`src/sv/bse_pkg.sv`:
```
// shared constants and types for the bubble sort engine
// no dependencies; imported by bubble_sort_engine, bse_cmp_swap and the testbench
`default_nettype none

package bse_pkg;

   localparam int MAX_ITEMS = 64;
   localparam int DATA_W    = 32;
   localparam int ADDR_W    = $clog2(MAX_ITEMS);
   localparam int CNT_W     = $clog2(MAX_ITEMS + 1);

   typedef enum logic [2:0] {
      S_LOAD,
      S_PASS_INIT,
      S_PASS_LOAD,
      S_PASS_RUN,
      S_PASS_END,
      S_EMIT_RD,
      S_EMIT_CAP,
      S_EMIT_WAIT
   } state_type;

   typedef struct packed {
      logic signed [DATA_W-1:0] lo;
      logic signed [DATA_W-1:0] hi;
   } cmp_out_type;

endpackage

`default_nettype wire

```
`src/sv/bubble_sort_engine.sv`:
```
// top level of the bubble sort engine: sequencer, element count and output register
// depends on bse_pkg, bse_ram and bse_cmp_swap
`default_nettype none

// Collects a batch of signed 32-bit items (one per cycle while req_tready is high,
// the batch closed by req_tlast), keeps up to 64 of them in one ram and drops the
// rest, setting rsp_tuser on every result of such a batch. After the last item the
// batch is sorted ascending, stable, by bubble passes: each pass streams the ram
// through one compare-and-swap unit carrying the larger value forward, one entry
// per cycle through the single read port. The results then leave in order, each
// read from the ram, registered and held until rsp_tready takes it before the next
// is read, the final one marked by rsp_tlast. No input item is taken from the last
// item of a batch until its final result is accepted. No clearing pass follows reset.
module bubble_sort_engine (
   input  wire  logic                                clock,
   input  wire  logic                                reset,
   input  wire  logic                                req_tvalid,
   output logic                                      req_tready,
   input  wire  logic signed [bse_pkg::DATA_W-1:0]   req_tdata,   // [31:0] value
   input  wire  logic                                req_tlast,   // last
   output logic                                      rsp_tvalid,
   input  wire  logic                                rsp_tready,
   output logic signed [bse_pkg::DATA_W-1:0]         rsp_tdata,   // [31:0] sorted_value
   output logic                                      rsp_tlast,   // final_res
   output logic                                      rsp_tuser    // [0] dropped
);

   import bse_pkg::*;

   state_type                state_ff, state_in;
   logic [CNT_W-1:0]         count_ff, count_in;
   logic                     overflow_ff, overflow_in;
   logic [ADDR_W-1:0]        idx_ff, idx_in;
   logic [ADDR_W-1:0]        lim_ff, lim_in;
   logic signed [DATA_W-1:0] carry_ff, carry_in;
   logic signed [DATA_W-1:0] out_value_ff, out_value_in;
   logic                     out_last_ff, out_last_in;
   logic                     out_valid_ff, out_valid_in;

   logic                     wr_en;
   logic [ADDR_W-1:0]        wr_addr;
   logic [DATA_W-1:0]        wr_data;
   logic                     rd_en;
   logic [ADDR_W-1:0]        rd_addr;
   logic [DATA_W-1:0]        rd_data;
   logic signed [DATA_W-1:0] fetched;
   cmp_out_type              cmp;

   logic                     req_accept;
   logic                     has_room;
   logic [CNT_W-1:0]         new_count;
   logic [ADDR_W-1:0]        last_idx;

   bse_ram #(
      .WIDTH (DATA_W),
      .DEPTH (MAX_ITEMS)
   ) u_store (
      .clock   (clock),
      .wr_en   (wr_en),
      .wr_addr (wr_addr),
      .wr_data (wr_data),
      .rd_en   (rd_en),
      .rd_addr (rd_addr),
      .rd_data (rd_data)
   );

   assign fetched = $signed(rd_data);

   bse_cmp_swap u_cmp (
      .carry   (carry_ff),
      .fetched (fetched),
      .result  (cmp)
   );

   assign req_tready = (state_ff == S_LOAD);
   assign req_accept = req_tvalid && req_tready;
   assign has_room   = count_ff < CNT_W'(MAX_ITEMS);
   assign new_count  = has_room ? count_ff + CNT_W'(1) : count_ff;
   assign last_idx   = ADDR_W'(count_ff - CNT_W'(1));

   always_ff @(posedge clock) begin
      if (reset) begin
         state_ff     <= S_LOAD;
         count_ff     <= '0;
         overflow_ff  <= 1'b0;
         out_valid_ff <= 1'b0;
      end else begin
         state_ff     <= state_in;
         count_ff     <= count_in;
         overflow_ff  <= overflow_in;
         out_valid_ff <= out_valid_in;
      end
   end

   always_ff @(posedge clock) begin
      idx_ff       <= idx_in;
      lim_ff       <= lim_in;
      carry_ff     <= carry_in;
      out_value_ff <= out_value_in;
      out_last_ff  <= out_last_in;
   end

   always_comb begin
      state_in     = state_ff;
      count_in     = count_ff;
      overflow_in  = overflow_ff;
      idx_in       = idx_ff;
      lim_in       = lim_ff;
      carry_in     = carry_ff;
      out_value_in = out_value_ff;
      out_last_in  = out_last_ff;
      out_valid_in = out_valid_ff;
      wr_en        = 1'b0;
      wr_addr      = idx_ff;
      wr_data      = carry_ff;
      rd_en        = 1'b0;
      rd_addr      = idx_ff;
      case (state_ff)
         S_LOAD: begin
            if (req_accept) begin
               count_in = new_count;
               if (has_room) begin
                  wr_en   = 1'b1;
                  wr_addr = ADDR_W'(count_ff);
                  wr_data = req_tdata;
               end else begin
                  overflow_in = 1'b1;
               end
               if (req_tlast) begin
                  lim_in = ADDR_W'(new_count - CNT_W'(1));
                  idx_in = '0;
                  if (new_count > CNT_W'(1)) begin
                     state_in = S_PASS_INIT;
                  end else begin
                     state_in = S_EMIT_RD;
                  end
               end
            end
         end
         S_PASS_INIT: begin
            rd_en    = 1'b1;
            rd_addr  = '0;
            idx_in   = ADDR_W'(1);
            state_in = S_PASS_LOAD;
         end
         S_PASS_LOAD: begin
            carry_in = fetched;
            rd_en    = 1'b1;
            rd_addr  = idx_ff;
            state_in = S_PASS_RUN;
         end
         S_PASS_RUN: begin
            wr_en    = 1'b1;
            wr_addr  = idx_ff - ADDR_W'(1);
            wr_data  = cmp.lo;
            carry_in = cmp.hi;
            if (idx_ff == lim_ff) begin
               state_in = S_PASS_END;
            end else begin
               rd_en    = 1'b1;
               rd_addr  = idx_ff + ADDR_W'(1);
               idx_in   = idx_ff + ADDR_W'(1);
            end
         end
         S_PASS_END: begin
            wr_en   = 1'b1;
            wr_addr = lim_ff;
            wr_data = carry_ff;
            if (lim_ff == ADDR_W'(1)) begin
               idx_in   = '0;
               state_in = S_EMIT_RD;
            end else begin
               lim_in   = lim_ff - ADDR_W'(1);
               state_in = S_PASS_INIT;
            end
         end
         S_EMIT_RD: begin
            rd_en    = 1'b1;
            rd_addr  = idx_ff;
            state_in = S_EMIT_CAP;
         end
         S_EMIT_CAP: begin
            out_value_in = fetched;
            out_last_in  = (idx_ff == last_idx);
            out_valid_in = 1'b1;
            state_in     = S_EMIT_WAIT;
         end
         S_EMIT_WAIT: begin
            if (rsp_tready) begin
               out_valid_in = 1'b0;
               if (out_last_ff) begin
                  count_in    = '0;
                  overflow_in = 1'b0;
                  state_in    = S_LOAD;
               end else begin
                  idx_in   = idx_ff + ADDR_W'(1);
                  state_in = S_EMIT_RD;
               end
            end
         end
         default: begin
            state_in = S_LOAD;
         end
      endcase
   end

   assign rsp_tvalid = out_valid_ff;
   assign rsp_tdata  = out_value_ff;
   assign rsp_tlast  = out_last_ff;
   assign rsp_tuser  = overflow_ff;

`ifndef SYNTHESIS
   a_no_load_while_emitting: assert property (@(posedge clock) disable iff (reset)
      req_tready |-> !rsp_tvalid)
      else $error("input taken while a result is pending");

   a_count_bounded: assert property (@(posedge clock) disable iff (reset)
      count_ff <= CNT_W'(MAX_ITEMS))
      else $error("element count beyond capacity");

   a_batch_end_clears: assert property (@(posedge clock) disable iff (reset)
      rsp_tvalid && rsp_tready && rsp_tlast |=> req_tready && count_ff == '0 && !rsp_tuser)
      else $error("batch state not cleared after final item");

   a_pass_index_bounded: assert property (@(posedge clock) disable iff (reset)
      state_ff == S_PASS_RUN |-> idx_ff <= lim_ff && idx_ff != '0)
      else $error("sort pass index out of range");

   a_overflow_only_full: assert property (@(posedge clock) disable iff (reset)
      $rose(overflow_ff) |-> count_ff == CNT_W'(MAX_ITEMS))
      else $error("overflow flagged with room left");
`endif

endmodule

`default_nettype wire

```
`src/sv/bse_ram.sv`:
```
// generic single-port-write, single-port-read ram with registered read data
// no dependencies
`default_nettype none

module bse_ram #(
   parameter int WIDTH = 32,
   parameter int DEPTH = 64
) (
   input  wire  logic                     clock,
   input  wire  logic                     wr_en,
   input  wire  logic [$clog2(DEPTH)-1:0] wr_addr,
   input  wire  logic [WIDTH-1:0]         wr_data,
   input  wire  logic                     rd_en,
   input  wire  logic [$clog2(DEPTH)-1:0] rd_addr,
   output logic       [WIDTH-1:0]         rd_data
);

   logic [WIDTH-1:0] mem_ff [DEPTH];
   logic [WIDTH-1:0] rd_data_ff;

   always_ff @(posedge clock) begin
      if (wr_en) begin
         mem_ff[wr_addr] <= wr_data;
      end
      if (rd_en) begin
         rd_data_ff <= mem_ff[rd_addr];
      end
   end

   assign rd_data = rd_data_ff;

endmodule

`default_nettype wire

```
`src/sv/bse_cmp_swap.sv`:
```
// shared signed compare-and-swap unit of the bubble sort engine
// depends on bse_pkg
`default_nettype none

module bse_cmp_swap (
   input  wire  logic signed [bse_pkg::DATA_W-1:0] carry,
   input  wire  logic signed [bse_pkg::DATA_W-1:0] fetched,
   output bse_pkg::cmp_out_type                    result
);

   import bse_pkg::*;

   logic greater;

   // strict compare keeps equal values in place
   assign greater   = carry > fetched;
   assign result.lo = greater ? fetched : carry;
   assign result.hi = greater ? carry : fetched;

endmodule

`default_nettype wire

```
`config.mk`:
```
export PLATFORM = sky130hd
export DESIGN_NAME = bubble_sort_engine
export DESIGN_NICKNAME = d
export VERILOG_FILES = /design/src/sv/bse_pkg.sv /design/src/sv/bubble_sort_engine.sv /design/src/sv/bse_ram.sv /design/src/sv/bse_cmp_swap.sv
export SDC_FILE = /design/constraint.sdc
export NUM_CORES = 2
export LEC_CHECK = 0
export BUFFER_PORTS_ARGS = -buffer_cell sky130_fd_sc_hd__buf_2
export CORE_AREA = 4 4 470 472
export DETAILED_ROUTE_END_ITERATION = 10
export DIE_AREA = 0 0 474 476
export HOLD_SLACK_MARGIN = 0.1
export MAX_ROUTING_LAYER = met4
export PLACE_DENSITY_LB_ADDON = 0.05
export SYNTH_ARGS = -nofsm -noshare
export SYNTH_HDL_FRONTEND = slang
export SYNTH_SLANG_ARGS = --single-unit
```
`constraint.sdc`:
```
create_clock -name clock -period 6.9 [get_ports clock]
set_input_delay 0.345 -clock clock [delete_from_list [all_inputs] [get_ports clock]]
set_output_delay 0.345 -clock clock [all_outputs]
set_load 0.01 [all_outputs]
```
Word level (Yosys, flattened, before mapping)
Memory sizes are Yosys's and may differ from the RTL's. A register that Yosys moved wholly into a read port is not among the register bits.
Cells that the tools add are included.
- register bits after elaboration: 89
- memories kept: 1
- RAM bits: 2048
- memories (memory ; words ; bits a word ; rd ports ; clocked after memory_dff ; wr ports ; RTL line ; RTL):
    u_store.mem_ff ; 64 ; 32 ; 1 ; 1 ; 1 ; bse_ram.sv:18 ; logic [WIDTH-1:0] mem_ff [DEPTH];
- $add $sub $neg: 6
- reductions and logical operators: 16
- multiplexer cells: 48
- $lt $le $gt $ge: 3
- equal/unequal tests: 20
- operator list (cell ; number):
    two-way mux 32 bit ; 4
    one-hot mux 32 bit (2 select lines) ; 2
    two-way mux 6 bit ; 11
    > comparator 32 bit ; 1
    one-hot mux 6 bit (5 select lines) ; 1
    two-way mux 7 bit ; 4
    one-hot mux 3 bit (8 select lines) ; 1
    one-hot mux 6 bit (2 select lines) ; 2
    subtractor 6 x 1 -> 6 bit, second input constant ; 4
    two-way mux 3 bit ; 7
    one-hot mux 6 bit (3 select lines) ; 1
    != test 2 bit, second input constant ; 8
    one-hot mux 7 bit (2 select lines) ; 1
    equality test 3 bit, second input constant ; 4
    equality test 6 bit ; 2
    AND reduction 4 bit ; 3
    two-way mux 1 bit ; 10
    one-hot mux 1 bit (2 select lines) ; 4
    nonzero test 2 bit ; 4
    adder 7 x 1 -> 7 bit, second input constant ; 1
    > comparator 7 x 1 -> 1 bit, second input constant ; 1
    < comparator 7 bit, second input constant ; 1
    adder 6 x 1 -> 6 bit, second input constant ; 1
    equality test 3 x 2 -> 1 bit, second input constant ; 2
    11 further kinds ; 13

Depth between registers and ports, before layout
- depth after elaboration: 7
- gate-level depth with buffers: 16

Cells and area by module
A second synthesis with hierarchy kept.
- cell total of the unflattened synthesis: 4075
- area, all modules: 86052.5 um^2
- by module, submodules not included (module ; seq. area each (um^2) ; area an instance (um^2) ; cells each ; instances):
    bse_ram ; 62459.9 ; 78835.6 ; 3324 ; 1
    bubble_sort_engine ; 2552.4 ; 5307.6 ; 563 ; 1
    bse_cmp_swap ; 0.0 ; 1909.3 ; 188 ; 1

Least setup slack after synthesis
No wires, ideal clock.
- kind: register to register
- from: register state_ff[1]
- to: memory u_store.mem_ff[12][0] (enable)
- library setup time: 0.421 ns
- cell stages (with the launch flop): 12
- setup slack: 2.735 ns
- path buffers: 3
- arrival: 3.743 ns
- path through: dfxtp_1 > buf_2 > or2_2 > clkbuf_1 > nor2_1 > nand2_1 > nor2_1 > buf_2 > a221oi_1 > nor2_1 > nand2_1 > nor2_1
- longest elaborated chain between the ends: 6
- elaborated cells on any way between the ends: 11
- classes of those cells: eq/ne: 2; mux: 6; reduce/logical: 3
- ends and longest elaborated chain (item ; RTL line ; RTL):
    from (decl) ; bubble_sort_engine.sv:30 ; state_type state_ff, state_in;
    from (signal assigned) ; bubble_sort_engine.sv:88 ; state_ff <= state_in;
    logical NOT 3 bit * ; bubble_sort_engine.sv:75 ; assign req_tready = (state_ff == S_LOAD);
    via req_tready ; bubble_sort_engine.sv:18 ; output logic req_tready,
    logical AND 1 bit ; bubble_sort_engine.sv:76 ; assign req_accept = req_tvalid && req_tready;
    two-way mux 1 bit ; bubble_sort_engine.sv:120 ; if (req_accept) begin
    one-hot mux 1 bit (2 select lines) ; bubble_sort_engine.sv:118 ; case (state_ff)
    two-way mux 1 bit ; bse_ram.sv:22 ; if (wr_en) begin
    two-way mux 1 bit (implied by the code) ; bse_ram.sv:23 ; mem_ff[wr_addr] <= wr_data;
    to (decl) ; bse_ram.sv:18 ;
The timed path passes the listed nets; every way through them passes the cells marked *.

Final worst setup path
- from: register u_store.rd_data_ff[30], in the netlist u_store.rd_data[30], read port of u_store.mem_ff
- to: memory u_store.mem_ff[4][1] (data pin)
- longest elaborated chain between the ends: 3
- ends and longest elaborated chain (item ; RTL line ; RTL):
    from (decl) ; bse_ram.sv:19 ; logic [WIDTH-1:0] rd_data_ff;
    > comparator 32 bit ; bse_cmp_swap.sv:16 ; assign greater = carry > fetched;
    two-way mux 32 bit ; bse_cmp_swap.sv:17 ; assign result.lo = greater ? fetched : carry;
    one-hot mux 32 bit (2 select lines) ; bubble_sort_engine.sv:118 ;
    via u_store.wr_data[1] ; bse_ram.sv:12 ; input wire logic [WIDTH-1:0] wr_data,
The timed path passes the listed nets, and every way through them passes these cells.

==> impl_results.md <==
- Status: finished, violations left
- Failing checks: max-slew violations
- Clock Skews: 45.5 ps
- Post-route clock period utilization: 81.6%
- Top delay family on crit path: compound AO/OA/AOI/OAI gates
- Relative slew slack: -0.0414%
- Setup WS pre-CTS: around 1400 ps
- Worst EP arrival: 6330 ps
- Vias in the first global route: 50450
- CP bufs+invs: 4
- Buffers on Ports: 72
- Fin worst setup slack: 1270 ps
- HPWL after detailed placement: 182000 um
- Hold_buf cts: 5
- Drt via density: 5.97
- Initial antenna violation count: 18
- Post-route ant nets: 0
- Fill count: 19069
- Root buffer cell: clkbuf_16
- Die height: 476 um
- Final Hold Violating Endpoints: 0
- Asr flop ratio synth: 0%
- Core area: 0.217 sq mm
- Vias: 54033
- Synthesized area per cell: between 15 and 20 sq um
- Die W: roughly 470 um
- Worst EP required: 7590 ps
- WL final: 313000 um
- Max incr delay on CP: about 990 ps
- RSZ-0062 raised after global routing: no
- TritonCTS clock tree: yes
- # DRC: 0
- Final net count: a little over 6000
- Syn. warnings: 0
- Max-Cap Viols: 0
- Largest net degree at the start of global routing: 133
- Pwr per Cell Area: 512 mW/mm^2
- GP Congestion: 0.861
- Library cells used by synthesis: 73
- Sink Count: between 2000 and 2500
- Slowest cell on crit path: a221o_2
- Num CTS Buffers: ~230
- Layout cells sized above 1: 13.6%
- Mapped Area: 0.0862 sq mm
- First-pass GRT wire length: ~430000 um
- Area growth syn-to-layout: 15.0%
- DR pass1 iterations: 6
- Skew-Pair Late Insertion Delay: ~900 ps
- Initial core utilization: 39.8%
- Final Setup Violations: 0
- #FFs+latches synth: 2169
- Critical path class: flop to flop
- Top FF cell, synth: edfxtp_1
- Routed wire per std cell: approximately 35 um
- Final instance area: 0.0992 sq mm
- List of most frequent post-synthesis cells: edfxtp_1, nand2_1, mux2i_1
- Minimum clock period: approximately 5600 ps
- Post-synth EDFFs: 2157
- Grt total ovfl: 0
- Setup total negative slack: 0 ps
- Crit start category: flop
- Sequential-to-total area share from yosys stat: 75.4%
- Die ar.: 0.226 sq mm
- Slew Viols, Final: 16
- Hold crit path type: input port to flop
- CTS HTree Levels: 4
- Power, Total: 50.8 mW
- Share of the synthesized area in the top cell type: around 75%
- Lkg Pwr: 32.9 nW
- Cells after Synth: around 5700
- Final Util: 45.8%
- Syn_nets: 5821
- Max VDD drop: 0.482 mV
- Fmax: around 180 MHz
- Yosys top cell by area: edfxtp_1
- I/O pins: 73
- Worst-Margin Slew: 1500 ps
- Post-CTS sizing: 0
- Initial drt markers: 6599
- Most frequent CP cell: buf_4
- Most common cell in the netlist: edfxtp_1
- Critical Path Fanout Max: 46
- Post-CTS setup buffers: 0
- Clock-pin slew on the worst setup and hold paths: 60 ps
- Rows: 171
- Buffer depth of the longest clock path: 3
- Synth area leaders: edfxtp_1, mux2i_1, nand2_1
- GRT Util Overall: 28.1%
- Placed inst area: 0.0918 sq mm
- Worst-path cell chain: inv_1 -> ha_1 -> nand4_1 -> nor4_1 -> o21ai_0 -> a311oi_1 -> buf_4 -> and2_1 -> buf_12 -> a221o_2 -> buf_4
- CP Capture Type: flop
==> routing by layer <==
metal | wire, um | global-route usage [%] | share of wire (%)
met5 | 0 | - | 0
met3 | 23000 | 4.02 | 7.3
met1 | 142000 | 40.9 | 45
met4 | 7130 | 6.83 | 2.3
met2 | 142000 | 41.9 | 45
==> metrics by stage <==
stage / instances / hold slack (ps)
after CTS: 9032 / 235
after global routing: 9049 / 321
final: 9056 / 334
after detailed placement: 8588 / 459
after floorplan: 5744 / 424
after global placement: 8588 / 457
==> tightest hold or removal path, delay by kind of cell <==
family        cells  cell delay (ps)
simple gates      1              120
buf+inv           2              740
==> path summary, 6_finish.rpt <==
check             cells after the start  slack [ps]              endpoint           startpoint
hold reg to reg                       2         460             rsp_tuser            rsp_tuser
setup / recovery                     11        1270  u_store.mem_ff[4][1]  u_store.rd_data[30]
hold / removal                        3         330           count_ff[1]                reset
setup reg to reg                     11        1270  u_store.mem_ff[4][1]  u_store.rd_data[30]
==> registers in the layout (all words and copies together), names as in the netlist, 3 cells and up <==
name,count
carry_ff,32
rsp_tdata,32
count_ff,7
u_store.rd_data,32
lim_ff,6
idx_ff,6
u_store.mem_ff,2048
state_ff,3
==> final cells by class <==
type | count | area [sq um] | share of cell area, %
diodes | 22 | 55.1 | 0.0555
clock buffers | 298 | 6150 | 6.20
clock inverters | 141 | 1060 | 1.07
inverters | 44 | 165 | 0.167
multi-input cells | 3164 | 20100 | 20.3
flip-flops and latches | 2169 | 65000 | 65.6
well taps | 2854 | 3570 | 3.60
repair buffers | 364 | 3020 | 3.04
==> cells in the final DEF, fill, tap and decap left out, drive strengths merged, types with 40 or more instances in the layout <==
| master | n |
|---|---|
| a22oi | 102 |
| nor4 | 42 |
| a21oi | 127 |
| edfxtp | 2157 |
| a211oi | 137 |
| nand3 | 367 |
| o22ai | 113 |
| mux2i | 438 |
| a31oi | 171 |
| nor2 | 135 |
| clkbuf | 298 |
| ha | 40 |
| inv | 50 |
| o21ai | 59 |
| nand2 | 909 |
| clkinv | 121 |
| and3 | 133 |
| and2 | 40 |
| buf | 359 |
| nand4 | 47 |
| nor3 | 41 |
==> kinds of logic (layout without fill, tap and decap cells) <==
group / count (synthesis) / count (layout) / synth area share, %
AND/OR/NAND/NOR: 1758 / 1758 / 9.24
XOR/XNOR: 30 / 30 / 0.305
other: 0 / 22 / 0
multiplexers: 441 / 441 / 5.12
buffers and inverters: 411 / 847 / 2.18
AO/OA/AOI/OAI: 895 / 895 / 7.18
adder cells (fa/ha/maj): 40 / 40 / 0.580
flip-flops: 2169 / 2169 / 75.4
==> report_power, final <==
part	internal, mW	switching [mW]	total, mW
sequential	17.9	0.680	18.5
combinational	5.34	14.9	20.3
clock	6.68	5.29	12.0
Power figures use the tool's default switching activity.
